File: src/hdl/sd32_pkg.sv
package sd32_pkg;

    localparam int WIDTH = 32;

    typedef struct packed {
        logic signed [WIDTH-1:0] dividend;
        logic signed [WIDTH-1:0] divisor;
    } t_in;

    typedef struct packed {
        logic signed [WIDTH-1:0] quotient;
        logic signed [WIDTH-1:0] remainder;
        logic                    divide_by_zero;
    } t_out;

    // Data handed from one pipeline stage to the next.
    typedef struct packed {
        logic             valid;
        logic             a_neg;   // dividend negative: remainder takes its sign
        logic             q_neg;   // operand signs differ: quotient negated
        logic             dz;      // divisor was zero
        logic [WIDTH-1:0] rem;     // partial remainder
        logic [WIDTH-1:0] quo;     // dividend bits out at the top, quotient bits in below
        logic [WIDTH-1:0] div;     // divisor magnitude
    } t_stage;

endpackage

File: src/hdl/sd32_post.sv
module sd32_post
    import sd32_pkg::*;
(
    input  logic   i_clk,
    input  logic   i_rst_n,
    input  t_stage i_stage,
    output logic   o_valid,
    output t_out   o_data
);

    logic             r_valid;
    t_out             r_data;
    t_out             n_data;
    logic [WIDTH-1:0] w_q;
    logic [WIDTH-1:0] w_r;

    assign w_q = i_stage.q_neg ? (~i_stage.quo + 1'b1) : i_stage.quo;
    assign w_r = i_stage.a_neg ? (~i_stage.rem + 1'b1) : i_stage.rem;

    always_comb begin
        if (i_stage.dz) begin
            n_data.quotient       = '0;
            n_data.remainder      = '0;
            n_data.divide_by_zero = 1'b1;
        end else begin
            n_data.quotient       = w_q;
            n_data.remainder      = w_r;
            n_data.divide_by_zero = 1'b0;
        end
    end

    always_ff @(posedge i_clk) begin
        if (!i_rst_n) begin
            r_valid <= 1'b0;
        end else begin
            r_valid <= i_stage.valid;
        end
    end

    always_ff @(posedge i_clk) begin
        if (i_stage.valid) begin
            r_data <= n_data;
        end
    end

    assign o_valid = r_valid;
    assign o_data  = r_data;

endmodule
File: config.mk
export PLATFORM = sky130hd
export DESIGN_NAME = sd32_post
export DESIGN_NICKNAME = d
export VERILOG_FILES = /design/src/hdl/sd32_pkg.sv /design/src/hdl/sd32_post.sv
export SDC_FILE = /design/constraint.sdc
export NUM_CORES = 1
export LEC_CHECK = 0
export BUFFER_PORTS_ARGS = -buffer_cell sky130_fd_sc_hd__buf_2
export CORE_MARGIN = 3
export CORE_UTILIZATION = 53
export DETAILED_ROUTE_END_ITERATION = 12
export PLACE_DENSITY = 0.94
export SKIP_CTS_REPAIR_TIMING = 1
export SYNTH_ARGS = -nofsm -noshare
export SYNTH_HDL_FRONTEND = slang
export SYNTH_SLANG_ARGS = --single-unit
File: constraint.sdc
create_clock -name i_clk -period 5.9 [get_ports i_clk]
set_clock_uncertainty 0.1 [all_clocks]
set_input_delay 1.77 -clock i_clk [delete_from_list [all_inputs] [get_ports i_clk]]
set_output_delay 1.77 -clock i_clk [all_outputs]
set_load 0.005 [all_outputs]
=== Word-level counts from Yosys, hierarchy flattened ===
Index checks and enable logic that the tools add are counted.

* Flip-flop bits (word level): 66

* Add/subtract/negate cells: 2
* Multiplexer cells: 3
* Bitwise operators: 2

{| class="wikitable"
|+ Operator list
! kind !! number
|-
| adder 32 x 1 -> 32 bit (second input constant) || 2
|-
| 2-to-1 mux 32 bit || 2
|-
| inverter 32 bit || 2
|-
| 2-to-1 mux 1 bit || 1
|}

=== Logic depth before layout (Yosys ltp) ===
Gate-level depths: netlist of the first run.

* Depth in word-level cells: 3
* Gate-level depth with buffers: 8
* Depth with buffers taken out: 6

=== Worst setup path before layout of the first run ===
OpenSTA, ideal clock, no wires.

* Path type: input to register
* Start: input i_stage[64] (netlist name)
* End: register r_data, in the netlist o_data[27] (data pin)
* Library setup time: 0.262 ns
* Arrival time: 3.727 ns
* Path slack: 1.811 ns
* Stages on the path: 8
* Buffers on the path: 2
* Path through: inv_1 -> ha_1 -> or3b_1 -> clkbuf_1 -> or4_4 -> buf_6 -> o41ai_4 -> mux2_1

* Word-level cells in the longest chain between the ends: 3

{| class="wikitable"
|+ RTL lines
! what !! line !! text
|-
| start: declaration || sd32_post.sv:6 || <nowiki>input t_stage i_stage,</nowiki>
|-
| inverter 32 bit || sd32_post.sv:18 || <nowiki>assign w_r = i_stage.a_neg ? (~i_stage.rem + 1'b1) : i_stage.rem;</nowiki>
|-
| adder 32 x 1 -> 32 bit || sd32_post.sv:18 ||
|-
| 2-to-1 mux 32 bit || sd32_post.sv:18 ||
|-
| end signal: assignment || sd32_post.sv:42 || <nowiki>r_data <= n_data;</nowiki>
|-
| end: declaration || sd32_post.sv:12 || <nowiki>t_out r_data;</nowiki>
|}

Every way passes these cells.
A chain may end at the register's enable or synchronous reset.

=== Final worst setup path of the first run ===
* Start: input i_stage[64] (netlist name)
* End: register r_data, in the netlist o_data[21] (data pin)

Same word-level chain as after synthesis.

==> flow_summary_export.csv, run 1 <==
group,metric,value,unit
global_routing,antenna_found_initial,0,
placement,hpwl,6933,µm
die,core_area,7408,µm²
synth,netlist.area_leader.share,47.37,%
synth,syn_area,4120,µm²
power,power.switching,292.2,µW
critical_path,worstSetupPathType,"in -> reg",
sta,fin_crit_sh,66.61,%
die,num_rows,31,
routing,drc,0,
global_routing,use_met3,5.369,%
worst_hold_path,holdPathEnd,"o_valid",
synth,synth_edf_count,65,
critical_path,worstPathCellList,"buf_2 > inv_1 > ha_1 > or3b_1 > or4_4 > o41ai_2 > mux2_1",
global_routing,grtUsageMet1,27.40,%
clock_tree,clock_sinks,66,
routing,num_vias,3525,
placement,portBuffers,135,
critical_path,cp.required,5.89,ns
run_status,outcome,"finished, final reports clean",
power,ir_drop,0.1036,mV
synth,synth_nets,494,
synth,yosysTopAreaCell,"edfxtp_1",
synth,synth_most_common_cell,"edfxtp_1",
sta,drv_slew,0,
power,swShare,26.35,%
global_routing,met2_usage,34.93,%
power,total_power,1.109,mW
routing,routed_wl,9430,µm
placement,place_congestion,0.7995,
power,sequentialPowerShare,51.8,%
routing,routedWlPerCell,15.43,µm
cells_and_area,diodes,0,
global_routing,grt_pass1_vias,3382,
worst_hold_path,holdCritPathClass,"in -> reg",
synth,synth_cells,390,
clock_tree,cts_buffers,9,
routing,dr.pass1.iters,5,
sta,setup_viol,0,
sta,min_period,3.930,ns
global_routing,grt_max_degree,54,
die,die_w,94.17,µm
critical_path,endpoint_kind,"register",
die,die_height,94.17,µm
synth,synth.top_cells.by_count,"edfxtp_1 (65), nor2_1 (61), nor2b_1 (32)",
die,initial_core_util,55.62,%
synth,async_flop_share,0,%
power,clkPwrFrac,30.4,%
cells_and_area,final_nets,611,
global_routing,overflow,0,
routing,vias_per_cell,5.769,
power,internal_power,816.8,µW
sta,hold_violations,0,
worst_hold_path,hold_start,"i_rst_n",
worst_hold_path,hold_depth,2,
routing,drt_iter0_drc,220,
synth,post_synth_num_cell_types,38,
power,power_density,223.7,nW/µm²
critical_path,cp_slowest_stage_delay,0.61,ns
die,dieArea,8868,µm²
critical_path,crit_path_max_fanout,7,
synth,ys_ff_latch,66,
sta,final.setup.tns,0,ns
synth,synth_seq_area_share,47.86,%
sta,fin_hold_ws,1.534,ns
power,cellLeakagePower,1.969,nW
critical_path,start_kind,"primary input",
die,ioPinCount,168,
synth,syn_area_per_cell,10.56,µm²
power,combPwrFrac,17.9,%
synth,netlist_top_cells_area,"edfxtp_1 (47%), mux2_2 (6.6%), nor2_1 (5.6%)",
flow_run,max_cap_viol_count,0,
clock_tree,cts_max_path_buffers,2,
cells_and_area,drive_gt1_share,36.91,%
global_routing,grt-busiest-layer,"met2",
routing,ant_nets,0,
critical_path,critPathArrivalTime,3.92,ns
clock_tree,cts_max_level,3,
synth,dominantRegCellSynth,"edfxtp_1",
global_routing,grt_pass1_wl,15030,µm
clock_tree,clk_pin_slew,0.08,ns
cells_and_area,area.growth.synth_to_final,20.35,%
synth,ys.warnings.count,0,
critical_path,cp_slowest_cell,"or4_4",
clock_tree,root_buffer,"clkbuf_8",
sta,rsz0062_at_grt,"no",
sta,tightest_slew,0.8314,ns
global_routing,grtUsageTotal,21.46,%
sta,relSlewSlack,44.06,%
sta,fmax,254.4,MHz
clock_tree,cts_tree,"yes",
registers in the layout, summed over array words and instances, names as in the netlist:
signal / flops
o_data: 65
o_valid: 1
cells by family after synthesis:
kind of cell / Yosys count / synth area share [%]
adder cells (fa/ha/maj): 2 / 0.6073
XOR/XNOR: 24 / 5.102
buffers and inverters: 37 / 4.160
multiplexers: 31 / 8.412
AO/OA/AOI/OAI: 66 / 12.78
flip-flops: 66 / 47.86
AND/OR/NAND/NOR: 164 / 21.07
worst max path at each step:
| stage | start | end | slack, ns | cells past startpoint |
|---|---|---|---|---|
| finish | i_stage[64] | o_data[21] | 1.97 | 7 |
| global route | i_stage[32] | o_data[63] | 1.91 | 7 |
| CTS | i_stage[32] | o_data[60] | 2.02 | 5 |
| detailed placement | i_stage[64] | o_data[27] | 1.65 | 7 |
| global placement | i_stage[64] | o_data[27] | 1.68 | 7 |
| floorplan | i_stage[64] | o_data[27] | 1.81 | 8 |
area by class of cell:
type / instances / area, µm²
Sequential cell: 66 / 1972
Clock inverter: 5 / 31.28
Fill cell: 583 / 2450
Timing Repair Buffer: 137 / 690.7
Inverter: 6 / 22.52
Multi-Input combinational cell: 287 / 1977
Tap cell: 99 / 123.9
Clock buffer: 11 / 141.4
routing by layer:
metal  part of all wire, %  vias to the layer above
met2                    49                      149
met3                   8.8                       11
met5                     0                        -
met4                   1.0                        0
met1                    41                     1668
li1                      -                     1697
power by group through the flow:
stage | clock network, mW | logic [mW] | registers [mW]
after floorplan | 0 | 0.0895 | 0.591
after global placement | 0 | 0.190 | 0.583
after detailed placement | 0 | 0.198 | 0.584
after CTS | 0.344 | 0.199 | 0.575
after global routing | 0.369 | 0.221 | 0.577
final | 0.337 | 0.198 | 0.574
layout by cell type, fill, tap and decap left out, types with 6 or more instances in the layout:
cell      netlist  layout
nor3_1          9       9
a21oi_1         8       8
o41ai_2         6       6
inv_1           6       6
clkbuf_8        0      10
o41ai_1        10      10
or3_1          14      14
edfxtp_1       65      65
nor2b_1        32      32
nand2_1         9       9
o31ai_1        21      21
or4_1           7       7
mux2_2         24      24
o21ai_0        13      13
buf_2           2     135
xor2_1         23      23
nor4_1          8       8
nor2_1         61      61
stage by stage:
step / instances / utilization, % / area, µm² / setup WS, ns
floorplan: 390 / - / 4120 / 1.811
global placement: 595 / 64.60 / 4786 / 1.680
detailed placement: 595 / 64.60 / 4786 / 1.648
CTS: 611 / 66.93 / 4959 / 2.021
global route: 611 / 66.93 / 4959 / 1.906
finish: 611 / 66.93 / 4959 / 1.970
worst max-delay path, delay by kind of cell:
kind | cells | cell delay (ns)
simple gates | 2 | 1.09
mux | 1 | 0.36
compound gates | 1 | 0.34
buf+inv | 2 | 0.19
fa+ha+maj | 1 | 0.17
Note: power is estimated with default switching activity, not from simulation.
==> inputs of run 2 (changes only) <==
--- a/config.mk
+++ b/config.mk
@@ -7,9 +7,9 @@
 export LEC_CHECK = 0
 export BUFFER_PORTS_ARGS = -buffer_cell sky130_fd_sc_hd__buf_2
 export CORE_MARGIN = 3
-export CORE_UTILIZATION = 53
+export CORE_UTILIZATION = 44
 export DETAILED_ROUTE_END_ITERATION = 12
-export PLACE_DENSITY = 0.94
+export PLACE_DENSITY = 0.84
 export SKIP_CTS_REPAIR_TIMING = 1
 export SYNTH_ARGS = -nofsm -noshare
 export SYNTH_HDL_FRONTEND = slang
==> constraint.sdc (replaced) <==
create_clock -name i_clk -period 3.35 [get_ports i_clk]
set_clock_uncertainty 0.1 [all_clocks]
set_input_delay 1.005 -clock i_clk [delete_from_list [all_inputs] [get_ports i_clk]]
set_output_delay 1.005 -clock i_clk [all_outputs]
set_load 0.005 [all_outputs]
==> flow_summary_export.csv, run 2 (same netlist as run 1, synthesis figures left out) <==
group,metric,value,unit
die,die_height,102.8,µm
placement,place_worst_setup_slack,-0.05592,ns
global_routing,overflow,0,
die,initial_core_util,46.34,%
critical_path,crit_path_max_fanout,7,
clock_tree,cts_max_path_buffers,2,
clock_tree,clk_pin_slew,0.08,ns
routing,drt_iter0_drc,193,
routing,vias_per_cell,5.593,
cells_and_area,area.growth.synth_to_final,24.23,%
global_routing,grt_pass1_wl,15730,µm
critical_path,worstPathCellList,"buf_2 > inv_1 > ha_1 > or3b_1 > or4_4 > o41ai_4 > mux2_1",
placement,dp.cells,623,
sta,final.setup.tns,0,ns
power,sequentialPowerShare,51.4,%
placement,hpwl,7511,µm
sta,fmax,325.5,MHz
clock_tree,cts_buffers,9,
critical_path,start_kind,"primary input",
power,combPwrFrac,18.4,%
clock_tree,clock_sinks,66,
cells_and_area,drive_gt1_share,38.79,%
power,power.switching,519.8,µW
placement,portBuffers,135,
critical_path,startpoint,"i_stage[64]",
die,num_rows,34,
flow_run,max_cap_viol_count,0,
sta,rsz0062_at_grt,"no",
placement,place_congestion,0.9028,
die,core_area,8891,µm²
cells_and_area,utilization,57.57,%
power,ir_drop,0.1813,mV
sta,fin_hold_ws,0.7792,ns
sta,relSlewSlack,58.32,%
die,ioPinCount,168,
clock_tree,cts_max_level,3,
critical_path,worstSetupPathType,"in -> reg",
power,power_density,384.9,nW/µm²
sta,hold_violations,0,
power,swShare,26.39,%
global_routing,antenna_found_initial,0,
global_routing,grt_max_degree,54,
critical_path,critPathArrivalTime,3.06,ns
sta,drv_slew,0,
routing,dr.pass1.iters,4,
global_routing,grt_pass1_vias,3346,
clock_tree,cts_tree,"yes",
sta,fin_crit_sh,91.70,%
routing,drc,0,
cells_and_area,multiInputGateArea,1977,µm²
critical_path,cp_slowest_stage_delay,0.58,ns
global_routing,grtUsageTotal,18.97,%
die,dieArea,10560,µm²
cells_and_area,final_nets,630,
cells_and_area,final_common_cell,"buf_2",
cells_and_area,layoutNonFillerInstCount,639,
sta,tightest_slew,0.6253,ns
routing,ant_nets,0,
die,die_w,102.8,µm
routing,routed_wl,10220,µm
cells_and_area,final_cell_mix,"buf_2 (135), edfxtp_1 (65), nor2_1 (61)",
worst_hold_path,holdCritPathClass,"in -> reg",
worst_hold_path,hold_start,"i_rst_n",
power,internal_power,1.450,mW
routing,num_vias,3574,
sta,layout_setup_ws,0.2780,ns
power,cellLeakagePower,2.054,nW
critical_path,crit_path_end,"o_data[27]",
run_status,outcome,"finished, final reports clean",
cells_and_area,diodes,0,
critical_path,cp.required,3.34,ns
sta,setup_viol,0,
routing,routedWlPerCell,15.99,µm
cells_and_area,fillers,778,
sta,min_period,3.072,ns
cells_and_area,regArea,1972,µm²
critical_path,endpoint_kind,"register",
clock_tree,root_buffer,"clkbuf_8",
power,clkPwrFrac,30.2,%
cells_and_area,largest_register_ffs,65,
critical_path,cp_slowest_cell,"or4_4",
worst_hold_path,hold_depth,2,
## run 2: changes by cell type in the layout (fill, tap and decap cells not counted)
cell,before,now
buf_4,2,20
clkbuf_1,1,3
buf_12,0,1
clkinv_2,3,2
clkinv_4,1,0
## run 2: worst max-delay path, delay by kind of cell
kind	cells	cell delay (ns)
AND/OR/NAND/NOR	2	0.97
AO/OA/AOI/OAI	1	0.36
multiplexers	1	0.36
buffers and inverters	2	0.20
adder cells (fa/ha/maj)	1	0.17
## run 2: area by class of cell
type / instances / share of cell area [%]
Multi-Input combinational cell: 287 / 38.62
Clock buffer: 13 / 2.909
Timing Repair Buffer: 156 / 16.52
Tap cell: 108 / 2.640
Sequential cell: 66 / 38.52
Inverter: 6 / 0.4400
Clock inverter: 3 / 0.3422
## run 2: stage by stage
step	instance area (µm²)	power, mW
6_report	5119	1.970
5_1_grt	5119	2.070
4_1_cts	5119	1.992
3_5_place_dp	4952	1.395
3_3_place_gp	4952	1.377
2_1_floorplan	4120	1.199
## run 2: power groups by stage
stage,sequential (mW),combinational [mW],clock (mW)
after detailed placement,1.03,0.365,0
after CTS,1.01,0.366,0.614
after floorplan,1.04,0.158,0
after global routing,1.02,0.404,0.647
after global placement,1.03,0.350,0
final,1.01,0.363,0.595
## run 2: how the worst min path moves through the flow
stage	end	slack, ns
2_1_floorplan	o_data[0]	1.00
3_3_place_gp	o_valid	1.12
3_5_place_dp	o_valid	1.12
4_1_cts	o_valid	0.77
5_1_grt	o_valid	0.77
6_report	o_valid	0.78
## run 2: metal layers
metal	track usage [%]	wire length (µm)	vias up	part of all wire (%)
met5	0	0	-	0
met2	30.88	4828	144	47
met3	5.548	848	18	8.3
met1	24.25	4383	1682	43
li1	-	-	1730	-
met4	6.574	156	0	1.5
