--- src/hdl/sd32_pkg.sv ---
package sd32_pkg;

    localparam int WIDTH = 32;

    typedef struct packed {
        logic signed [WIDTH-1:0] dividend;
        logic signed [WIDTH-1:0] divisor;
    } t_in;

    typedef struct packed {
        logic signed [WIDTH-1:0] quotient;
        logic signed [WIDTH-1:0] remainder;
        logic                    divide_by_zero;
    } t_out;

    // Data handed from one pipeline stage to the next.
    typedef struct packed {
        logic             valid;
        logic             a_neg;   // dividend negative: remainder takes its sign
        logic             q_neg;   // operand signs differ: quotient negated
        logic             dz;      // divisor was zero
        logic [WIDTH-1:0] rem;     // partial remainder
        logic [WIDTH-1:0] quo;     // dividend bits out at the top, quotient bits in below
        logic [WIDTH-1:0] div;     // divisor magnitude
    } t_stage;

endpackage

--- src/hdl/sd32_cell.sv ---
module sd32_cell
    import sd32_pkg::*;
(
    input  logic   i_clk,
    input  logic   i_rst_n,
    input  t_stage i_stage,
    output t_stage o_stage
);

    logic           r_valid;
    t_stage         r_data;
    t_stage         n_data;
    logic [WIDTH:0] w_shift;
    logic [WIDTH:0] w_diff;

    // one restoring step: shift in the next dividend bit, trial subtract
    assign w_shift = {i_stage.rem, i_stage.quo[WIDTH-1]};
    assign w_diff  = w_shift - {1'b0, i_stage.div};

    always_comb begin
        n_data = i_stage;
        if (!w_diff[WIDTH]) begin
            n_data.rem = w_diff[WIDTH-1:0];
            n_data.quo = {i_stage.quo[WIDTH-2:0], 1'b1};
        end else begin
            n_data.rem = w_shift[WIDTH-1:0];
            n_data.quo = {i_stage.quo[WIDTH-2:0], 1'b0};
        end
    end

    always_ff @(posedge i_clk) begin
        if (!i_rst_n) begin
            r_valid <= 1'b0;
        end else begin
            r_valid <= i_stage.valid;
        end
    end

    always_ff @(posedge i_clk) begin
        if (i_stage.valid) begin
            r_data <= n_data;
        end
    end

    always_comb begin
        o_stage       = r_data;
        o_stage.valid = r_valid;
    end

endmodule

--- config.mk ---
export PLATFORM = sky130hd
export DESIGN_NAME = sd32_cell
export DESIGN_NICKNAME = d
export VERILOG_FILES = /design/src/hdl/sd32_pkg.sv /design/src/hdl/sd32_cell.sv
export SDC_FILE = /design/constraint.sdc
export NUM_CORES = 1
export LEC_CHECK = 0
export BUFFER_PORTS_ARGS = -buffer_cell sky130_fd_sc_hd__clkbuf_2
export CAP_MARGIN = 20
export CORE_UTILIZATION = 30
export DETAILED_ROUTE_END_ITERATION = 12
export PLACE_DENSITY_LB_ADDON = 0.12
export SYNTH_ARGS = -nofsm -noshare
export SYNTH_HDL_FRONTEND = slang
export SYNTH_SLANG_ARGS = --single-unit
--- constraint.sdc ---
create_clock -name i_clk -period 3.1 [get_ports i_clk]
set_input_delay 0.31 -clock i_clk [delete_from_list [all_inputs] [get_ports i_clk]]
set_output_delay 0.31 -clock i_clk [all_outputs]
set_load 0.05 [all_outputs]
# Word level (Yosys, flattened, before mapping)
# Index checks and enable logic that the tools add are counted.
[totals] memories=0 mem_bits_rw=0 output_inout_bits=100 regBits=100 wordCells=9 in_bits=102 latch_bits=0 mem_bits_ro=0
[op_classes] n_reduce_logical=0 multipliers=0 div=0 muxes=1 bitwise=0 n_addsub=1 eq_ne=0 order_cmp=0 shifts=0
[ops] cell="64-bit two-way mux" n=1
[ops] cell="33-bit by 32-bit subtractor with 33-bit output" n=1

# Logic depth before layout (Yosys ltp)
# Gate-level depths: netlist of the first run.
[logic_depth] ltp_word=2 mapped_depth=13 depth_no_buf=12

# Least setup slack after synthesis of the first run
# OpenSTA, ideal clock, no wires.
[synth_path] path_kind="input-to-reg" start="input port i_stage[16] (netlist bit)" end="register r_data (netlist bit o_stage[67]), data pin" setup_slack_ns=0.258 arrival_ns=2.581 setup_ns=0.260 n_path_buf=2 required_time_ns=2.840 stages=12 path_cell_list="inv_1 -> ha_1 -> buf_6 -> a21oi_4 -> o211ai_1 -> a221o_1 -> a211o_1 -> o21a_1 -> o211ai_4 -> inv_2 -> buf_6 -> mux2_4"
[synth_rtl] element="from (decl)" line="sd32_cell.sv:6" text="input t_stage i_stage,"
[synth_rtl] element="to (signal assigned)" line="sd32_cell.sv:41" text="r_data <= n_data;"
[synth_rtl] element="to (decl)" line="sd32_cell.sv:11" text="t_stage r_data;"

==> results of run 1 <==
## cell usage after synthesis (7+ instances only)
master / number / area (um^2)
nand2_1: 44 / 165.2
inv_1: 41 / 153.9
nand3_1: 11 / 55.05
xor2_1: 10 / 87.58
o21ai_0: 24 / 120.1
ha_1: 32 / 400.4
a21oi_1: 34 / 170.2
a21o_1: 15 / 112.6
nor2_1: 16 / 60.06
xnor2_1: 14 / 122.6
edfxtp_1: 99 / 2973
nand4_1: 7 / 43.79
clkbuf_1: 11 / 41.29
o211ai_1: 8 / 60.06
mux2_4: 18 / 270.3
## layer usage
layer | up-vias | GRT usage
li1 | 2151 | -
met5 | - | 0
met4 | 0 | 0.05006
met1 | 1996 | 0.1957
met2 | 122 | 0.2654
met3 | 13 | 0.03926
## final timing paths
path | slack (ns) | cells after the start | endpoint | from
setup / recovery | 0.34 | 12 | o_stage[90] | i_stage[63]
hold / removal | 0.14 | 1 | o_stage[61] | i_stage[60]
## worst max-delay path, stage by stage
cell and delay (ns):
clkbuf_2 0.09, inv_1 0.04, ha_1 0.20, fa_1 0.40, nand2b_1 0.18, a21oi_1 0.23
o211ai_1 0.16, a21oi_1 0.25, o21a_1 0.24, o211ai_4 0.11, buf_4 0.21, o41ai_1 0.45
## cells in the final DEF (no fill, tap or decap), drive strengths merged, types with 11 or more instances in the layout
cell and count:
clkbuf 210, edfxtp 99, nand2 44, inv 42, a21oi 36, ha 32
buf 27, o21ai 24, mux2 18, nor2 16, a21o 15, xnor2 14
nand3 11
## where the power goes
part	switching (mW)	internal [mW]
clock network	0.493	0.625
logic	0.944	0.444
registers	0.0389	1.66
total	1.48	2.73
## stage by stage
| stage | worst slack (ns) | std cells | cell area (um^2) | utilization | TNS, ns |
|---|---|---|---|---|---|
| 2_1_floorplan | 0.2584 | 462 | 5460 | - | 0 |
| 3_3_place_gp | -0.04422 | 898 | 6883 | 0.3925 | -0.04422 |
| 3_5_place_dp | -0.09403 | 898 | 6883 | 0.3925 | -0.5368 |
| 4_1_cts | 0.2742 | 914 | 7177 | 0.4092 | 0 |
| 5_1_grt | 0.02426 | 914 | 7177 | 0.4092 | 0 |
| 6_report | 0.3364 | 914 | 7177 | 0.4092 | 0 |
## sequential cells by signal, summed over array words and instances, names as in the netlist
name     flops
r_valid      1
o_stage     99
## cells by family (layout without fill, tap and decap cells)
kind of cell    after synthesis  count (layout)  share of synthesized area
compound gates              120             120                     0.1460
xor+xnor                     24              24                    0.03850
fa+ha+maj                    33              33                    0.07699
buf+inv                      58             285                    0.04491
flops                       100             100                     0.5481
mux                          18              18                    0.04950
simple gates                109             109                    0.09602
## final cells by class
cell class	count	area, um^2	area share
Timing Repair Buffer	227	1229	0.1712
Clock inverter	6	65.06	0.009066
Inverter	42	157.7	0.02197
Multi-Input combinational cell	304	2222	0.3096
Clock buffer	10	229.0	0.03190
Tap cell	225	281.5	0.03923
Sequential cell	100	2993	0.4170
==> results.toml, run 1 <==
[critical_path]
path_class = "primary input to flip-flop"
cp_data_required_time_ns = 3.21
critPathCaptureType = "flip-flop"
crit_path_max_fanout = 12
arrival_ns = 2.87
start_kind = "primary input"

[cts]
ctsLongestPathBuffers = 2
tritoncts = "built"
path_clk_slew_ns = 0.07
hold_buffers = 0
cts_resized = 0
cts_sinks = 100
cts-root-buf = "clkbuf_16"
cts_max_level = 3
numCtsBuffers = 9
post-cts-setup-buffers = 0

[logic_synthesis]
synth_nets = 597
synth_edf_count = 99
ys_ff_latch = 100
yosysUniqueCellTypes = 51
synth_cells = 462
ys.flop_type = "edfxtp_1"
syn_area_um2 = 5460
syn_area_per_cell_um2 = 11.82
yosysSeqAreaShare = 0.5481
ys_warn_count = 0
async_flop_share = 0

[final_layout]
final_net_count = 819
layout-drive-gt1-share = 0.3832
antenna_cells = 0
area_delta_synth_final_pct = 31.44
fillCellCount = 1753

[detailed_routing]
wl_per_cell_um = 15.82
dr.max_layer_used = "met4"
vias = 4282
wl_met3_um = 842
wl_mm = 14.46
drc_errors = 0
drtPass1Iterations = 4
wl_met2_mm = 6.829
detail-route-antenna-nets = 0
drtIter0Drc = 195
wl_met1_mm = 6.604
via_per_inst = 4.685

[job]
drv_cap = 0

[floorplan]
ios = 202
dieWidth_um = 136.9
die_area_um2 = 18740
core_area_um2 = 17540
initial_core_util = 0.3114
placementRows = 48
die_y_um = 136.9

[placement]
hpwl_mm = 11.65
globalplace.congestion = 0.7650
io_buffers = 201

[sta]
finalCriticalPeriod_ns = 2.764
hold_ws_ns = 0.1372
tightest_slew_ns = 0.4723
timing.fmax_ghz = 0.3618
finalSetupViolCount = 0
rsz0062_at_grt = "no"
slew_headroom = 0.6818
final_max_slew_viol_count = 0
hold_viol = 0
fin_crit_sh = 0.8915

[global_routing]
grt_max_degree = 47
grt_pass1_wl_mm = 22.11
grt_pass1_vias = 4373
overflow = 0
grt_usage = 0.1570
antenna_found_initial = 0

[pwr]
leakagePower_nw = 3.322
total_power_mw = 4.206
peakVddDrop_mv = 0.2489
power.density_nw_per_um2 = 586.1

[worst_hold_path]
hp-class = "primary input to flip-flop"

[outcome]
status = "complete, no violations"
Note: power is estimated with default switching activity, not from simulation.
==> inputs of run 2 (changes only) <==
- ABC_AREA: unset -> 1
- PLACE_DENSITY_LB_ADDON: 0.12 -> 0.1
==> run 2 against run 1 <==
Net effect:
- power is 1.3% lower
- setup slack better by 0.57 ns
- fmax grew 26%
- largest power group unchanged
- highest routed layer unchanged
- synthesized cell count increased by 70%
- critical path depth rose by 4
- clock power hardly changed
- via count grew 26%
- largest cell class unchanged
- non-clock buffer count down 25
- combinational power decreased by 4%
- utilization decreased by 2.5 points
- clock-buffer cell count unchanged
==> results.toml, run 2 <==
[floorplan]
die_area_um2 = 21150
dieWidth_um = 145.4
placementRows = 52
die_y_um = 145.4
core_area_um2 = 20170
ios = 202
initial_core_util = 0.3060

[logic_synthesis]
syn_area_per_cell_um2 = 7.851
synthTopCellsByArea = "edfxtp_1 48%, nand2_1 20%, inv_1 9.6%"
ys.flop_type = "edfxtp_1"
synth_commonest_cells = "336 x nand2_1, 158 x inv_1, 99 x edfxtp_1"
async_flop_share = 0
ys_ff_latch = 100
yosysMostFrequentCell = "nand2_1"
synth_top_area_share = 0.4818
synth_cells = 786
syn_area_um2 = 6171
yosysUniqueCellTypes = 26
synth_edf_count = 99
ys_warn_count = 0
synth_nets = 921
synth_top_area_cell = "edfxtp_1"
yosysSeqAreaShare = 0.4850

[pwr]
peakVddDrop_mv = 0.2609
total_power_mw = 4.150
power.density_nw_per_um2 = 534.7
leakagePower_nw = 4.270

[cts]
path_clk_slew_ns = 0.07
cts-root-buf = "clkbuf_16"
hold_buffers = 0
post-cts-setup-buffers = 0
cts_max_level = 3
cts_resized = 0
cts_sinks = 100
ctsLongestPathBuffers = 2
tritoncts = "built"
numCtsBuffers = 9

[critical_path]
path_class = "primary input to flip-flop"
cp_data_required_time_ns = 3.20
start_kind = "primary input"
cp_common_cell = "nand2_1"
slowest_stage = "fa_1"
critical_path.max_stage_delay_ns = 0.41
crit_path_max_fanout = 33
arrival_ns = 2.30
cp_cell_sequence = "clkbuf_2, inv_1, ha_1, fa_1, inv_1, nand2_1, nand2_1, nand3_1, nand2_2, nand2_1, nand2_2, nand2_2, nand3_1, nand2_4, nand2_1, nand2_1"
critPathCaptureType = "flip-flop"

[detailed_routing]
detail-route-antenna-nets = 0
wl_mm = 17.23
wl_per_cell_um = 13.60
drtPass1Iterations = 4
vias = 5404
via_per_inst = 4.265
drtIter0Drc = 268
drc_errors = 0

[sta]
setup_tns_ns = 0
finalCriticalPeriod_ns = 2.192
hold_viol = 0
finalSetupViolCount = 0
timing.fmax_ghz = 0.4561
tightest_slew_ns = 0.5858
fin_crit_sh = 0.7072
fin_ws_ns = 0.9075
slew_headroom = 0.6095
final_max_slew_viol_count = 0
hold_ws_ns = 0.1262
rsz0062_at_grt = "no"

[global_routing]
grt_usage = 0.1667
grt_max_degree = 60
overflow = 0
grt_pass1_wl_mm = 27.31
grt_pass1_vias = 5265
antenna_found_initial = 0

[job]
drv_cap = 0

[worst_hold_path]
hp-class = "primary input to flip-flop"
hp-start = "i_stage[36]"
min_path_cells = 1
hold-path-endpoint = "o_stage[37]"

[final_layout]
final_net_count = 1127
layout-drive-gt1-share = 0.2337
fillCellCount = 2203
fin_cells = 1267
most-common-layout-cells = "336 x nand2_1, 200 x clkbuf_2, 158 x inv_1"
largest_reg_flops = 99
final_common_cell = "nand2_1"
area_delta_synth_final_pct = 25.75
antenna_cells = 0

[placement]
hpwl_mm = 13.94
post-place-ws_ns = 0.5222
dp.cells = 1251
io_buffers = 201
globalplace.congestion = 0.8621

[outcome]
status = "complete, no violations"
## run 2: cell types whose count changed after synthesis, moves of 11 or more
cell,change
a21o_1,-15
a21oi_1,-11
clkbuf_1,-11
inv_1,+117
mux2_4,-18
nand2_1,+292
nand3_1,+20
nor2_1,+22
o21ai_0,-24
xnor2_1,-13
## run 2: worst max-delay path by stage
| stage | from | endpoint | slack (ns) |
|---|---|---|---|
| 2_1_floorplan | i_stage[63] | o_stage[81] | 0.96 |
| 3_3_place_gp | i_stage[63] | o_stage[85] | 0.62 |
| 3_5_place_dp | i_stage[63] | o_stage[87] | 0.52 |
| 4_1_cts | i_stage[63] | o_stage[77] | 0.88 |
| 5_1_grt | i_stage[63] | o_stage[75] | 0.64 |
| 6_report | i_stage[63] | o_stage[77] | 0.91 |
## run 2: area by class of cell
type                       instances  area, um^2  share of cell area
sequential                       100        2993              0.3857
tap                              270       337.8             0.04353
timing repair buffer             202        1028              0.1325
clock inverter                     6       57.56            0.007417
multi-input combinational        519        2514              0.3239
clock buffer                      10       229.0             0.02951
inverter                         160       600.6             0.07739
## run 2: logic make-up after synthesis
| kind of cell | after synthesis | synth area share |
|---|---|---|
| compound gates | 32 | 0.03001 |
| buf+inv | 167 | 0.1077 |
| fa+ha+maj | 33 | 0.06813 |
| simple gates | 439 | 0.2879 |
| xor+xnor | 15 | 0.02129 |
| flops | 100 | 0.4850 |
## run 2: power breakdown
part | internal [mW] | switching, mW
Clock | 0.563 | 0.555
Sequential | 1.65 | 0.0361
Combinational | 0.337 | 1.01
Total | 2.55 | 1.60
## run 2: metrics by stage
stage                     utilization  cell area (um^2)
after global placement         0.3705              7473
after CTS                      0.3847              7760
after global routing           0.3847              7760
after floorplan                     -              6171
after detailed placement       0.3705              7473
final                          0.3847              7760
## run 2: critical path: cells and delay by family
kind / cells / cell delay [ns]
buf+inv: 3 / 0.25
simple gates: 11 / 1.10
fa+ha+maj: 2 / 0.61
## run 2: per-layer routing
metal,track usage,wire [um],vias up
met5,0,0,-
met4,0.04421,111,0
met3,0.02853,978,6
met2,0.2707,7773,155
met1,0.2291,8366,2394
li1,-,-,2849
==> inputs of run 3 (changes only) <==
- clock period: 3.1 -> 2.3 ns (I/O delays scaled with it)
==> run 3 against run 2 <==
Net effect:
- sequential cell count stayed put
- critical path type unchanged
- sequential power is 34% higher
- first-iteration DRC count is 18% lower
- via count is 2.1% higher
- combinational power is 45% higher
- utilization is 1.7 points higher
- sequential share of layout area is 1.6 points lower
- highest routed layer unchanged
- largest cell class unchanged
- clock power is 34% higher
- critical endpoint is now o_stage[81]
- cell count is 2.9% higher
- clock-buffer cell count stayed put
==> results.toml, run 3 (synthesis results as in run 2) <==
[outcome]
status = "complete, no violations"

[cts]
cts-root-buf = "clkbuf_16"
cts_sinks = 100
hold_buffers = 0
numCtsBuffers = 9
post-cts-setup-buffers = 0
tritoncts = "built"
cts_max_level = 3
path_clk_slew_ns = 0.08
ctsLongestPathBuffers = 2
cts_resized = 0

[global_routing]
grt_pass1_wl_mm = 28.12
grt_pass1_vias = 5486
grt_max_degree = 40
overflow = 0
grt_usage = 0.1697
antenna_found_initial = 0

[floorplan]
dieWidth_um = 145.4
initial_core_util = 0.3060
ios = 202
die_area_um2 = 21150
die_y_um = 145.4
placementRows = 52
core_area_um2 = 20170

[placement]
io_buffers = 201
hpwl_mm = 14.18
globalplace.congestion = 0.8640

[sta]
finalCriticalPeriod_ns = 1.939
fin_crit_sh = 0.8429
finalSetupViolCount = 0
slew_headroom = 0.7062
tightest_slew_ns = 0.4407
setup_tns_ns = 0
timing.fmax_ghz = 0.5158
final_max_slew_viol_count = 0
rsz0062_at_grt = "no"
hold_viol = 0

[pwr]
leakagePower_nw = 4.462
peakVddDrop_mv = 0.3271
total_power_mw = 5.720
power.density_nw_per_um2 = 706.4

[detailed_routing]
drtIter0Drc = 219
drc_errors = 0
drtPass1Iterations = 4
vias = 5515
wl_mm = 17.51
wl_per_cell_um = 13.43
detail-route-antenna-nets = 0
via_per_inst = 4.229

[critical_path]
path_buf_inv = 5
crit_cells = 16
slowest_stage = "ha_1"
critPathCaptureType = "flip-flop"
path_class = "primary input to flip-flop"
start_kind = "primary input"
critical_path.max_stage_delay_ns = 0.35
crit_path_max_fanout = 15
cpLargestDelayFamily = "simple AND/OR/NAND/NOR gates"
cp_cell_sequence = "clkbuf_2, inv_1, ha_1, nand2_1, inv_1, nand2_1, inv_1, a21oi_1, nand2_2, nand2_2, nand2_2, nand2_2, nand2_4, buf_12, nand2_1, nand2_1"
arrival_ns = 2.04
cp_data_required_time_ns = 2.40

[worst_hold_path]
hp-start = "i_stage[36]"
hp-class = "primary input to flip-flop"
hold-path-endpoint = "o_stage[37]"
min_path_cells = 1

[final_layout]
final_common_cell = "nand2_1"
final_net_count = 1164
layout-drive-gt1-share = 0.2611
area_delta_synth_final_pct = 31.22
most-common-layout-cells = "336 x nand2_1, 200 x clkbuf_2, 158 x inv_1"
antenna_cells = 0
largest_reg_flops = 99

[job]
drv_cap = 0
[run 3: cell count changes in the layout (fill, tap and decap cells not counted)]
cell	before	now
buf_4	1	33
buf_12	1	6
clkinv_4	4	1
clkinvlp_4	0	2
inv_6	0	1
[run 3: per-layer routing]
layer / up-vias / track usage / routed length, um
met3: 8 / 0.03072 / 745
met1: 2434 / 0.2380 / 8998
met2: 148 / 0.2724 / 7605
met4: 0 / 0.03684 / 161
met5: - / 0 / 0
li1: 2925 / - / -
[run 3: worst max-delay path by stage]
stage | start | end
2_1_floorplan | i_stage[63] | o_stage[83]
3_3_place_gp | i_stage[63] | o_stage[81]
3_5_place_dp | i_stage[63] | o_stage[81]
4_1_cts | i_stage[63] | o_stage[81]
5_1_grt | i_stage[15] | o_stage[82]
6_report | i_stage[15] | o_stage[81]
[run 3: area by class of cell]
class,instances,area [um^2]
clock buffer,10,229.0
tap,270,337.8
fill,2181,12070
timing repair buffer,239,1369
multi-input combinational,519,2514
inverter,160,600.6
sequential,100,2993
clock inverter,6,55.05
[run 3: power by group]
part           internal, mW  switching, mW
combinational         0.559           1.38
clock                 0.757          0.745
sequential             2.23         0.0482
[run 3: per-stage QoR]
step | cells | area (um^2) | hold slack, ns | setup WS (ns) | util
floorplan | 786 | 6171 | 0.3235 | 0.2361 | -
global placement | 1288 | 7814 | 0.4063 | 0.03812 | 0.3874
detailed placement | 1288 | 7814 | 0.4087 | -0.005293 | 0.3874
CTS | 1304 | 8098 | 0.03210 | 0.3624 | 0.4015
global route | 1304 | 8098 | 0.02594 | 0.1561 | 0.4015
finish | 1304 | 8098 | 0.04917 | 0.3614 | 0.4015
