==> src/hdl/sd32_pkg.sv <==
package sd32_pkg;

    localparam int WIDTH = 32;

    typedef struct packed {
        logic signed [WIDTH-1:0] dividend;
        logic signed [WIDTH-1:0] divisor;
    } t_in;

    typedef struct packed {
        logic signed [WIDTH-1:0] quotient;
        logic signed [WIDTH-1:0] remainder;
        logic                    divide_by_zero;
    } t_out;

    // Data handed from one pipeline stage to the next.
    typedef struct packed {
        logic             valid;
        logic             a_neg;   // dividend negative: remainder takes its sign
        logic             q_neg;   // operand signs differ: quotient negated
        logic             dz;      // divisor was zero
        logic [WIDTH-1:0] rem;     // partial remainder
        logic [WIDTH-1:0] quo;     // dividend bits out at the top, quotient bits in below
        logic [WIDTH-1:0] div;     // divisor magnitude
    } t_stage;

endpackage

==> src/hdl/sd32_pre.sv <==
module sd32_pre
    import sd32_pkg::*;
(
    input  logic   i_clk,
    input  logic   i_rst_n,
    input  logic   i_load,
    input  t_in    i_data,
    output t_stage o_stage
);

    logic             r_valid;
    t_stage           r_data;
    t_stage           n_data;
    logic [WIDTH-1:0] w_a;
    logic [WIDTH-1:0] w_b;

    assign w_a = i_data.dividend;
    assign w_b = i_data.divisor;

    always_comb begin
        n_data       = '0;
        n_data.a_neg = w_a[WIDTH-1];
        n_data.q_neg = w_a[WIDTH-1] ^ w_b[WIDTH-1];
        n_data.dz    = (w_b == '0);
        n_data.rem   = '0;
        // most negative value maps onto 2^(WIDTH-1), which fits unsigned
        n_data.quo   = w_a[WIDTH-1] ? (~w_a + 1'b1) : w_a;
        n_data.div   = w_b[WIDTH-1] ? (~w_b + 1'b1) : w_b;
    end

    always_ff @(posedge i_clk) begin
        if (!i_rst_n) begin
            r_valid <= 1'b0;
        end else begin
            r_valid <= i_load;
        end
    end

    always_ff @(posedge i_clk) begin
        if (i_load) begin
            r_data <= n_data;
        end
    end

    always_comb begin
        o_stage       = r_data;
        o_stage.valid = r_valid;
    end

endmodule

==> config.mk <==
export PLATFORM = sky130hd
export DESIGN_NAME = sd32_pre
export DESIGN_NICKNAME = d
export VERILOG_FILES = /design/src/hdl/sd32_pkg.sv /design/src/hdl/sd32_pre.sv
export SDC_FILE = /design/constraint.sdc
export NUM_CORES = 1
export LEC_CHECK = 0
export BUFFER_PORTS_ARGS = -buffer_cell sky130_fd_sc_hd__buf_2
export CORE_MARGIN = 2
export CORE_UTILIZATION = 52
export CTS_CLUSTER_DIAMETER = 80
export DETAILED_ROUTE_END_ITERATION = 10
export PLACE_DENSITY = 0.87
export REMOVE_ABC_BUFFERS = 1
export SETUP_SLACK_MARGIN = 0.3
export SYNTH_ARGS = -nofsm -noshare
export SYNTH_HDL_FRONTEND = slang
export SYNTH_SLANG_ARGS = --single-unit
==> constraint.sdc <==
create_clock -name i_clk -period 3.1 [get_ports i_clk]
set_input_delay 0 -clock i_clk [delete_from_list [all_inputs] [get_ports i_clk]]
set_output_delay 0 -clock i_clk [all_outputs]
set_load 0.01 [all_outputs]
# Word-level counts from Yosys, hierarchy flattened
# Index checks and enable logic that the tools add are counted.
# Widths: inputs -> output; s select.
# classes
n_shift	0
eq_ne	0
div_mod_pow	0
multipliers	0
addsub	2
muxes	2
bitwise	3
order_cmp	0
reduce_logical	1
# ops
cell	n
$add 32x1->32 const B	2
$not 32->32	2
$mux 31	2
$logic_not 32->1	1
$xor 1x1->1	1
# totals
latch_bits	0
register_bits	68
inputBits	67
mem_count	0
ram_bits	0
out_inout_bits	100
rom_bits	0

# Logic depth before layout (Yosys ltp)
# Gate-level depths: netlist of the first run.
# logic_depth
depth_word	3
depth_mapped	6
ltp_nobuf	6

# Worst setup path after synthesis of the first run
# No wires, ideal clock.
# synth_timing
path_type	input port to flip-flop
startpoint	input port i_data[57] (netlist name)
endpoint	register r_data (netlist bit o_stage[62]), data pin
n_path_buf	0
arrival_time_ns	1.255
path_slack_ns	1.583
path_stages	4
t_required_ns	2.837
cell_sequence	or4_4 > or3_4 > o41ai_2 > xnor2_1
# synth_rtl
item	line_no	text
start, declared	sd32_pre.sv:7	input t_in i_data,
end signal, assigned	sd32_pre.sv:41	r_data <= n_data;
end, declared	sd32_pre.sv:12	t_stage r_data;

==> results.cfg, run 1 <==
[status]
outcome = complete, no violations

[worst_setup_path]
path_class = input port to register
crit_required_ns = 3.17
max_stage_delay_ns = 0.64
startpoint = i_data[9]
arrival_ns = 2.50
cp_max_fo = 11
cp_cell_sequence = dlygate4sd3_1 > buf_2 > nor4_2 > nand4b_1 > o41ai_1 > xnor2_1
worst_setup_path_end_kind = register
cp_slowest_cell = o41ai_1
cp-start-kind = input port

[timing]
worst_pin_slew_ns = 0.8391
timing.fmax_mhz = 411.6
rsz0062_at_grt = no
finalHoldViolCount = 0
relSlewSlack_pct = 44.06
setup_viol = 0
period_share_pct = 78.37
min_period_ns = 2.429
holdWs_ns = 0.01344
maxSlewViolCount = 0
final.setup.tns_ns = 0
postLayoutSetupSlackWorst_ns = 0.6706

[clocking]
cts_max_level = 3
max-clock-path-buffers = 2
numCtsBuffers = 9
clock-sinks = 68
root_buffer = clkbuf_8
cts_tree = built
clkTransAtPathRegs_ns = 0.07

[synthesis]
ys_ff_latch = 68
ys_warn_count = 0
synthesis.area_um2 = 3801
ys_seq_area_share_pct = 53.46
postSynthAreaPerCell_um2 = 12.38
ys_async_sr_fraction_pct = 0
syn_inst = 307
synth_cell_types = 37
synth_edf_count = 67
ys.flop_type = edfxtp_1

[die]
io_pins = 167
fp-row-count = 31
die-height_um = 89.50
die_area_um2 = 8009
core_area_um2 = 7176
fp.dieW_um = 89.50
start_util_pct = 52.97

[route]
wire_per_inst_um = 16.17
drc = 0
antenna_left = 0
vias = 3109
wirelength_um = 9395
drtPass1Iterations = 5
drt_iter0_drc = 223
viasPerCell = 5.351

[power_and_ir_drop]
p_total_mw = 2.300
ir_drop_mv = 0.2827
cellLeakagePower_nw = 1.932
power_density_nw_per_um2 = 463.0

[worst_hold_path]
hold_depth = 2
hp-class = input port to register
worstHoldEndpoint = o_stage[52]
worstHoldStart = i_data[52]

[global_route]
grt.total_usage_pct = 22.69
grt_max_degree = 69
grt-ovfl-total = 0
grt_antenna_before_repair = 0
grt_pass1_vias = 2830
grt_pass1_wl_um = 13630

[placed_design]
hpwl_um = 6217
gp_congestion = 0.8573
dpl_worst_slack_ns = 0.9631
numPortBuffers = 134

[finish]
drive_gt1_share_pct = 34.23
antenna_cells = 0
area_growth_pct = 30.68
layout.nets = 548
fillers = 495

[job]
drv_cap = 0
==> area by class of cell <==
class	instances	area [um2]	share of cell area (%)
clock buffers	14	152.6	3.073
clock inverters	2	35.03	0.7053
inverters	8	30.03	0.6045
multi-input cells	221	1575	31.71
flip-flops and latches	68	2032	40.91
well taps	99	123.9	2.494
repair buffers	169	1018	20.50
==> placed cells by master (no fill, tap or decap), drive strengths merged <==
cell type,netlist,routed
or3,5,5
o31ai,23,23
nand3b,1,1
nand3,3,3
ha,4,4
edfxtp,67,67
nand2b,2,2
a31oi,1,1
nand4b,4,4
inv,8,8
xnor2,57,57
o41ai,18,18
dlygate4sd3,0,34
clkbuf,4,14
nor2,9,9
conb,1,32
or2,3,3
and4b,1,1
xor2,2,2
nand2,24,24
nor4,7,7
dfxtp,1,1
clkinv,0,1
and2,1,1
nor4b,2,2
or4,3,3
nand4,3,3
bufinv,0,1
buf,37,135
o21ai,8,8
nor3,8,8
==> metal layers <==
metal  GRT usage [%]  vias to the layer above  routed length [um]
met5               0                        -                   0
met4           10.58                        0                 241
met3           3.878                       23                 606
met2           39.26                      191                4911
met1           27.55                     1467                3636
li1                -                     1428                   -
==> stage by stage <==
| step | utilization [%] | cells | instance area, um2 |
|---|---|---|---|
| global placement | 61.87 | 531 | 4439 |
| global route | 69.22 | 581 | 4967 |
| floorplan | - | 297 | 3637 |
| CTS | 69.22 | 581 | 4967 |
| finish | 69.22 | 581 | 4967 |
| detailed placement | 61.87 | 531 | 4439 |
==> worst max-delay path by stage <==
| stage | endpoint | slack (ns) | cells past startpoint |
|---|---|---|---|
| 5_1_grt | o_stage[27] | 0.49 | 6 |
| 3_3_place_gp | o_stage[27] | 1.15 | 5 |
| 3_5_place_dp | o_stage[27] | 0.96 | 5 |
| 2_1_floorplan | o_stage[27] | 1.48 | 4 |
| 6_report | o_stage[27] | 0.67 | 6 |
| 4_1_cts | o_stage[27] | 0.76 | 6 |
==> sequential cells by signal, indices dropped and copies added, names as in the netlist <==
signal / count
o_stage: 67
r_valid: 1
==> report_power, final <==
part           internal, mW  total, mW  switching [mW]
combinational         0.194      0.441           0.247
sequential             1.12       1.15          0.0259
clock                 0.394      0.709           0.315
==> worst max-delay path: cells and delay by family <==
| family | cells | cell delay [ns] |
|---|---|---|
| xor gates and xnor gates | 1 | 0.16 |
| buffers and inverters | 2 | 0.67 |
| AOI/OAI and AO/OA | 1 | 0.64 |
| and+or+nand+nor | 2 | 1.03 |
==> timing repair <==
action / in CTS / in global routing
buffers inserted: 0 / 0
resized for setup: 0 / 0
hold buffers: 34 / 0
hold endpoints to repair: 34 / 0
==> synthesized netlist by cell type (all sizes together), types with 2 or more instances <==
library cell	count	area (um2)
ha	4	50.05
buf	37	265.3
nor4b	2	17.52
or3	5	36.28
nand4	3	18.77
o21ai	8	40.04
nand3	3	15.01
o31ai	23	172.7
nor2	9	33.78
nand4b	4	41.29
nor3	8	50.05
or2	3	18.77
xnor2	57	499.2
edfxtp	67	2012
nand2b	2	12.51
nor4	7	86.33
clkbuf	4	15.01
o41ai	18	195.2
inv	8	30.03
xor2	2	17.52
nand2	24	90.09
or4	3	30.03
==> logic make-up (layout without fill, tap and decap cells) <==
family	Yosys count	count (layout)	share of synthesized area [%]
buffers and inverters	49	193	8.163
XOR/XNOR	59	59	13.59
AND/OR/NAND/NOR	76	76	12.48
AO/OA/AOI/OAI	50	50	10.90
flip-flops	68	68	53.46
adder cells (fa/ha/maj)	4	4	1.317
other	1	32	0.09865
(Power assumes the default switching activity.)
==> inputs of run 2 (changes only) <==
--- a/config.mk
+++ b/config.mk
@@ -5,12 +5,13 @@
 export SDC_FILE = /design/constraint.sdc
 export NUM_CORES = 1
 export LEC_CHECK = 0
+export ABC_AREA = 1
 export BUFFER_PORTS_ARGS = -buffer_cell sky130_fd_sc_hd__buf_2
 export CORE_MARGIN = 2
-export CORE_UTILIZATION = 52
+export CORE_UTILIZATION = 45
 export CTS_CLUSTER_DIAMETER = 80
 export DETAILED_ROUTE_END_ITERATION = 10
-export PLACE_DENSITY = 0.87
+export PLACE_DENSITY = 0.77
 export REMOVE_ABC_BUFFERS = 1
 export SETUP_SLACK_MARGIN = 0.3
 export SYNTH_ARGS = -nofsm -noshare
==> constraint.sdc (replaced) <==
create_clock -name i_clk -period 2.05 [get_ports i_clk]
set_input_delay 0 -clock i_clk [delete_from_list [all_inputs] [get_ports i_clk]]
set_output_delay 0 -clock i_clk [all_outputs]
set_load 0.01 [all_outputs]
==> run 2 against run 1 <==
  * Power up 64%
  * Via count up 30%
  * Die area up 35%
  * Highest routed layer unchanged
  * Sequential share of layout area down 5.6 points
  * Final area up 16%
  * Critical path type unchanged
==> results.cfg, run 2 <==
[status]
outcome = complete, no violations

[worst_setup_path]
cp_cell_sequence = dlygate4sd3_1 > buf_2 > inv_1 > ha_1 > nand2_1 > nor2_2 > nor2_2 > nor2_4 > nand2_1 > nand2_1 > nand2_1
cp_max_fo = 5
max_stage_delay_ns = 0.53
path_class = input port to register
cp_slowest_cell = dlygate4sd3_1
crit_required_ns = 2.16
critical_path_buf_inv_count = 3
cpLargestDelayFamily = buffers and inverters
worst_setup_path_end_kind = register
crit_path_frequent_cell = nand2_1
cp-start-kind = input port
arrival_ns = 1.62

[die]
die-height_um = 104.1
fp.dieW_um = 104.1
core_area_um2 = 9729
start_util_pct = 46.33
io_pins = 167
die_area_um2 = 10830
fp-row-count = 36

[clocking]
numCtsBuffers = 9
cts_max_level = 3
cts_hold_buf = 33
root_buffer = clkbuf_8
max-clock-path-buffers = 2
clkTransAtPathRegs_ns = 0.08
post-cts-setup-buffers = 0
cts_tree = built
clock-sinks = 68
cts.repair.resized = 0

[route]
antenna_left = 0
vias = 4057
drt_iter0_drc = 108
drtPass1Iterations = 4
drc = 0
viasPerCell = 4.745
wire_per_inst_um = 13.46
wirelength_um = 11510

[synthesis]
ys.flop_type = edfxtp_1
postSynthAreaPerCell_um2 = 8.302
yosys-top-cells-count = nand2_1 (180), nor2_1 (71), edfxtp_1 (67)
synth_edf_count = 67
ys_warn_count = 0
yosys.area.top_type = edfxtp_1
synth_cell_types = 32
ys_seq_area_share_pct = 45.07
synth_top_area_share_pct = 44.63
syn_inst = 543
ys_ff_latch = 68
netlist_top_cells_area = edfxtp_1 (45%), nand2_1 (15%), nor2_1 (5.9%)
ys_async_sr_fraction_pct = 0
synthesis.area_um2 = 4508
synth.most_common_cell = nand2_1

[global_route]
grt.total_usage_pct = 21.24
grt_max_degree = 41
grt-ovfl-total = 0
grt_pass1_wl_um = 18290
grt_antenna_before_repair = 0
grt_pass1_vias = 3962

[timing]
period_share_pct = 74.01
setup_viol = 0
min_period_ns = 1.517
worst_pin_slew_ns = 0.5079
finalHoldViolCount = 0
rsz0062_at_grt = no
final.setup.tns_ns = 0
timing.fmax_mhz = 659.1
relSlewSlack_pct = 66.14
maxSlewViolCount = 0
postLayoutSetupSlackWorst_ns = 0.5328

[job]
drv_cap = 0

[placed_design]
post_dp_cell_area_um2 = 5199
numPortBuffers = 134
gp_congestion = 0.9346
dpl_worst_slack_ns = 0.6979
place_inst = 806
hpwl_um = 8876

[power_and_ir_drop]
power_density_nw_per_um2 = 653.9
cellLeakagePower_nw = 2.652
ir_drop_mv = 0.3300

[finish]
fillers = 904
layout_common_cells = nand2_1 (180), buf_2 (134), nor2_1 (71)
instances_no_fill = 855
drive_gt1_share_pct = 28.25
layout.nets = 788
final_area_um2 = 5752
area_growth_pct = 27.59
layout_commonest_cell = nand2_1
antenna_cells = 0
largest_reg_flops = 67

[worst_hold_path]
hp-class = input port to register
run 2: cell types whose count changed in the layout (fill, tap and decap cells not counted), sizes merged, moves of 23 or more:
cell | previous run | this run
nand2 | 24 | 188
nor2 | 9 | 99
o31ai | 23 | 0
xnor2 | 57 | 18
nand3 | 3 | 38
inv | 8 | 46
run 2: power by group:
group	switching (mW)	internal [mW]
Sequential	0.0311	1.69
Combinational	0.472	0.301
Clock	0.577	0.693
Total	1.08	2.68
run 2: through the flow:
stage	hold WS [ns]	power, mW	util, %
finish	0.01396	3.761	59.12
global route	0.01442	3.916	59.12
CTS	0.001233	3.785	59.12
detailed placement	0.1890	2.472	53.43
global placement	0.1800	2.452	53.43
floorplan	0.09345	2.126	-
run 2: worst paths after layout:
kind / slack, ns / start / endpoint / cells after the start
setup / recovery: 0.53 / i_data[0] / o_stage[28] / 11
hold / removal: 0.01 / i_data[26] / o_stage[26] / 4
run 2: area by class of cell:
cell class                 count  area, um2  share of cell area, %
multi-input combinational    423       2132                  37.07
sequential                    68       2032                  35.33
timing repair buffer         171       1031                  17.92
inverter                      44      167.7                  2.915
tap                          133      166.4                  2.893
clock buffer                   9      123.9                  2.154
clock inverter                 7      98.84                  1.719
run 2: layer usage:
metal / track usage [%] / routed length (um) / vias up
met2: 38.82 / 5764 / 182
li1: - / - / 2020
met4: 9.556 / 352 / 0
met1: 23.72 / 4503 / 1823
met3: 4.323 / 886 / 32
met5: 0 / 0 / -
run 2: cell families after synthesis:
| kind of cell | after synthesis | synth area share (%) |
|---|---|---|
| other | 1 | 0.08318 |
| AOI/OAI and AO/OA | 20 | 3.053 |
| DFF | 68 | 45.07 |
| adders and majority gates | 4 | 1.110 |
| buffers and inverters | 83 | 10.21 |
| and+or+nand+nor | 337 | 34.64 |
| xor gates and xnor gates | 30 | 5.828 |
==> inputs of run 3 (changes only) <==
==> constraint.sdc (replaced) <==
create_clock -name i_clk -period 1.3 [get_ports i_clk]
set_input_delay 0 -clock i_clk [delete_from_list [all_inputs] [get_ports i_clk]]
set_output_delay 0 -clock i_clk [all_outputs]
set_load 0.01 [all_outputs]
==> run 3 against run 2 <==
  * Global-route usage shrank 0.19 points
  * Die area unchanged
  * Via count increased by 0.17%
  * Combinational power up 58%
  * Largest cell class unchanged
  * Clock power rose by 14%
  * Clock-buffer cell count grew 3
  * Routed wire length is 1.1% lower
  * First-iteration DRC count grew 7.4%
  * Utilization down 0.87 points
  * Critical path type unchanged
  * Highest routed layer unchanged
  * Hold slack got worse by 0.010 ns
  * Worst setup slack worse by 0.16 ns
  * Critical endpoint unchanged
==> results.cfg, run 3 (same netlist as run 2, synthesis figures left out) <==
[status]
outcome = complete, no violations

[route]
drtPass1Iterations = 5
wirelength_um = 11380
antenna_left = 0
wire_per_inst_um = 13.44
vias = 4064
drc = 0
viasPerCell = 4.798
drt_iter0_drc = 116

[finish]
layout_common_cells = nand2_1 (180), buf_2 (134), nor2_1 (70)
largest_reg_flops = 67
drive_gt1_share_pct = 28.29
layout.nets = 781
area_growth_pct = 25.70
layout_commonest_cell = nand2_1
final_area_um2 = 5667
antenna_cells = 0
fillers = 926

[die]
io_pins = 167
core_area_um2 = 9729
fp.dieW_um = 104.1
die-height_um = 104.1
fp-row-count = 36
die_area_um2 = 10830
start_util_pct = 46.33

[timing]
period_share_pct = 71.21
finalHoldViolCount = 0
holdWs_ns = 0.003940
timing.fmax_mhz = 1080
rsz0062_at_grt = no
setup_viol = 0
postLayoutSetupSlackWorst_ns = 0.3743
min_period_ns = 0.9257
final.setup.tns_ns = 0
maxSlewViolCount = 0

[power_and_ir_drop]
power_density_nw_per_um2 = 950.4
ir_drop_mv = 0.6049
cellLeakagePower_nw = 2.613
p_total_mw = 5.386

[clocking]
root_buffer = clkbuf_8
cts_max_level = 3
max-clock-path-buffers = 2
clock-sinks = 68
clkTransAtPathRegs_ns = 0.07
numCtsBuffers = 9
cts_tree = built
post-cts-setup-buffers = 0

[worst_setup_path]
critical_path_buf_inv_count = 2
cpLargestDelayFamily = simple AND/OR/NAND/NOR gates
worst_setup_path_end_kind = register
cp_cell_sequence = buf_2 > inv_1 > ha_1 > nand2_1 > nor2_2 > nor2_2 > nor2_4 > nand2_1 > nand2_1 > nand2_1
cp_slowest_cell = nor2_2
max_stage_delay_ns = 0.18
cp-start-kind = input port
crit_required_ns = 1.40
cp_max_fo = 5
path_class = input port to register
crit_path_frequent_cell = nand2_1
arrival_ns = 1.03

[worst_hold_path]
worstHoldEndpoint = o_stage[34]
worstHoldStart = i_data[34]
hp-class = input port to register
hold_depth = 3

[placed_design]
gp_congestion = 0.9267
dpl_worst_slack_ns = 0.01185
hpwl_um = 8854
numPortBuffers = 134
post_dp_cell_area_um2 = 5256

[job]
drv_cap = 0

[global_route]
grt.total_usage_pct = 21.05
grt_antenna_before_repair = 0
grt_pass1_wl_um = 18400
grt_pass1_vias = 3983
grt_max_degree = 34
grt-ovfl-total = 0
-- run 3: tightest hold or removal path: stages --
cell and delay (ns):
buf_2 0.13, xnor2_1 0.08, inv_1 0.05
-- run 3: per-layer routing --
metal	up-vias	GRT usage (%)	routed length [um]
met4	0	5.019	88
li1	2008	-	-
met5	-	0	0
met1	1863	24.31	4570
met3	9	4.637	847
met2	184	39.43	5877
-- run 3: final cells by class --
class / instances / area (um2) / area share, %
timing repair buffer: 164 / 1008 / 17.80
tap: 133 / 166.4 / 2.937
clock inverter: 3 / 15.01 / 0.2650
clock buffer: 12 / 135.1 / 2.385
inverter: 44 / 167.7 / 2.959
multi-input combinational: 423 / 2142 / 37.80
sequential: 68 / 2032 / 35.86
-- run 3: power by group --
group          internal (mW)  leakage [nW]  switching, mW
registers               2.66         0.662         0.0532
logic                  0.479          1.87          0.742
clock network          0.674        0.0800          0.777
-- run 3: through the flow --
step | cells | utilization, %
global placement | 807 | 54.03
detailed placement | 807 | 54.03
CTS | 847 | 58.14
global route | 847 | 58.24
finish | 847 | 58.24
floorplan | 535 | -
-- run 3: worst max path at each step --
| stage | cells after the start | end | slack (ns) | from |
|---|---|---|---|---|
| after global routing | 10 | o_stage[28] | 0.31 | i_data[0] |
| after detailed placement | 7 | o_stage[48] | 0.01 | i_data[33] |
| final | 10 | o_stage[28] | 0.37 | i_data[0] |
| after CTS | 1 | o_stage[16] | 0.38 | o_stage[16] |
| after floorplan | 9 | o_stage[28] | 0.27 | i_data[0] |
| after global placement | 10 | o_stage[18] | 0.04 | i_data[0] |
-- run 3: what timing repair did --
item	in CTS	in global routing
setup endpoints to repair	0	5
hold buffers	25	0
endpoints found under the hold margin	25	0
gates resized for setup	0	2
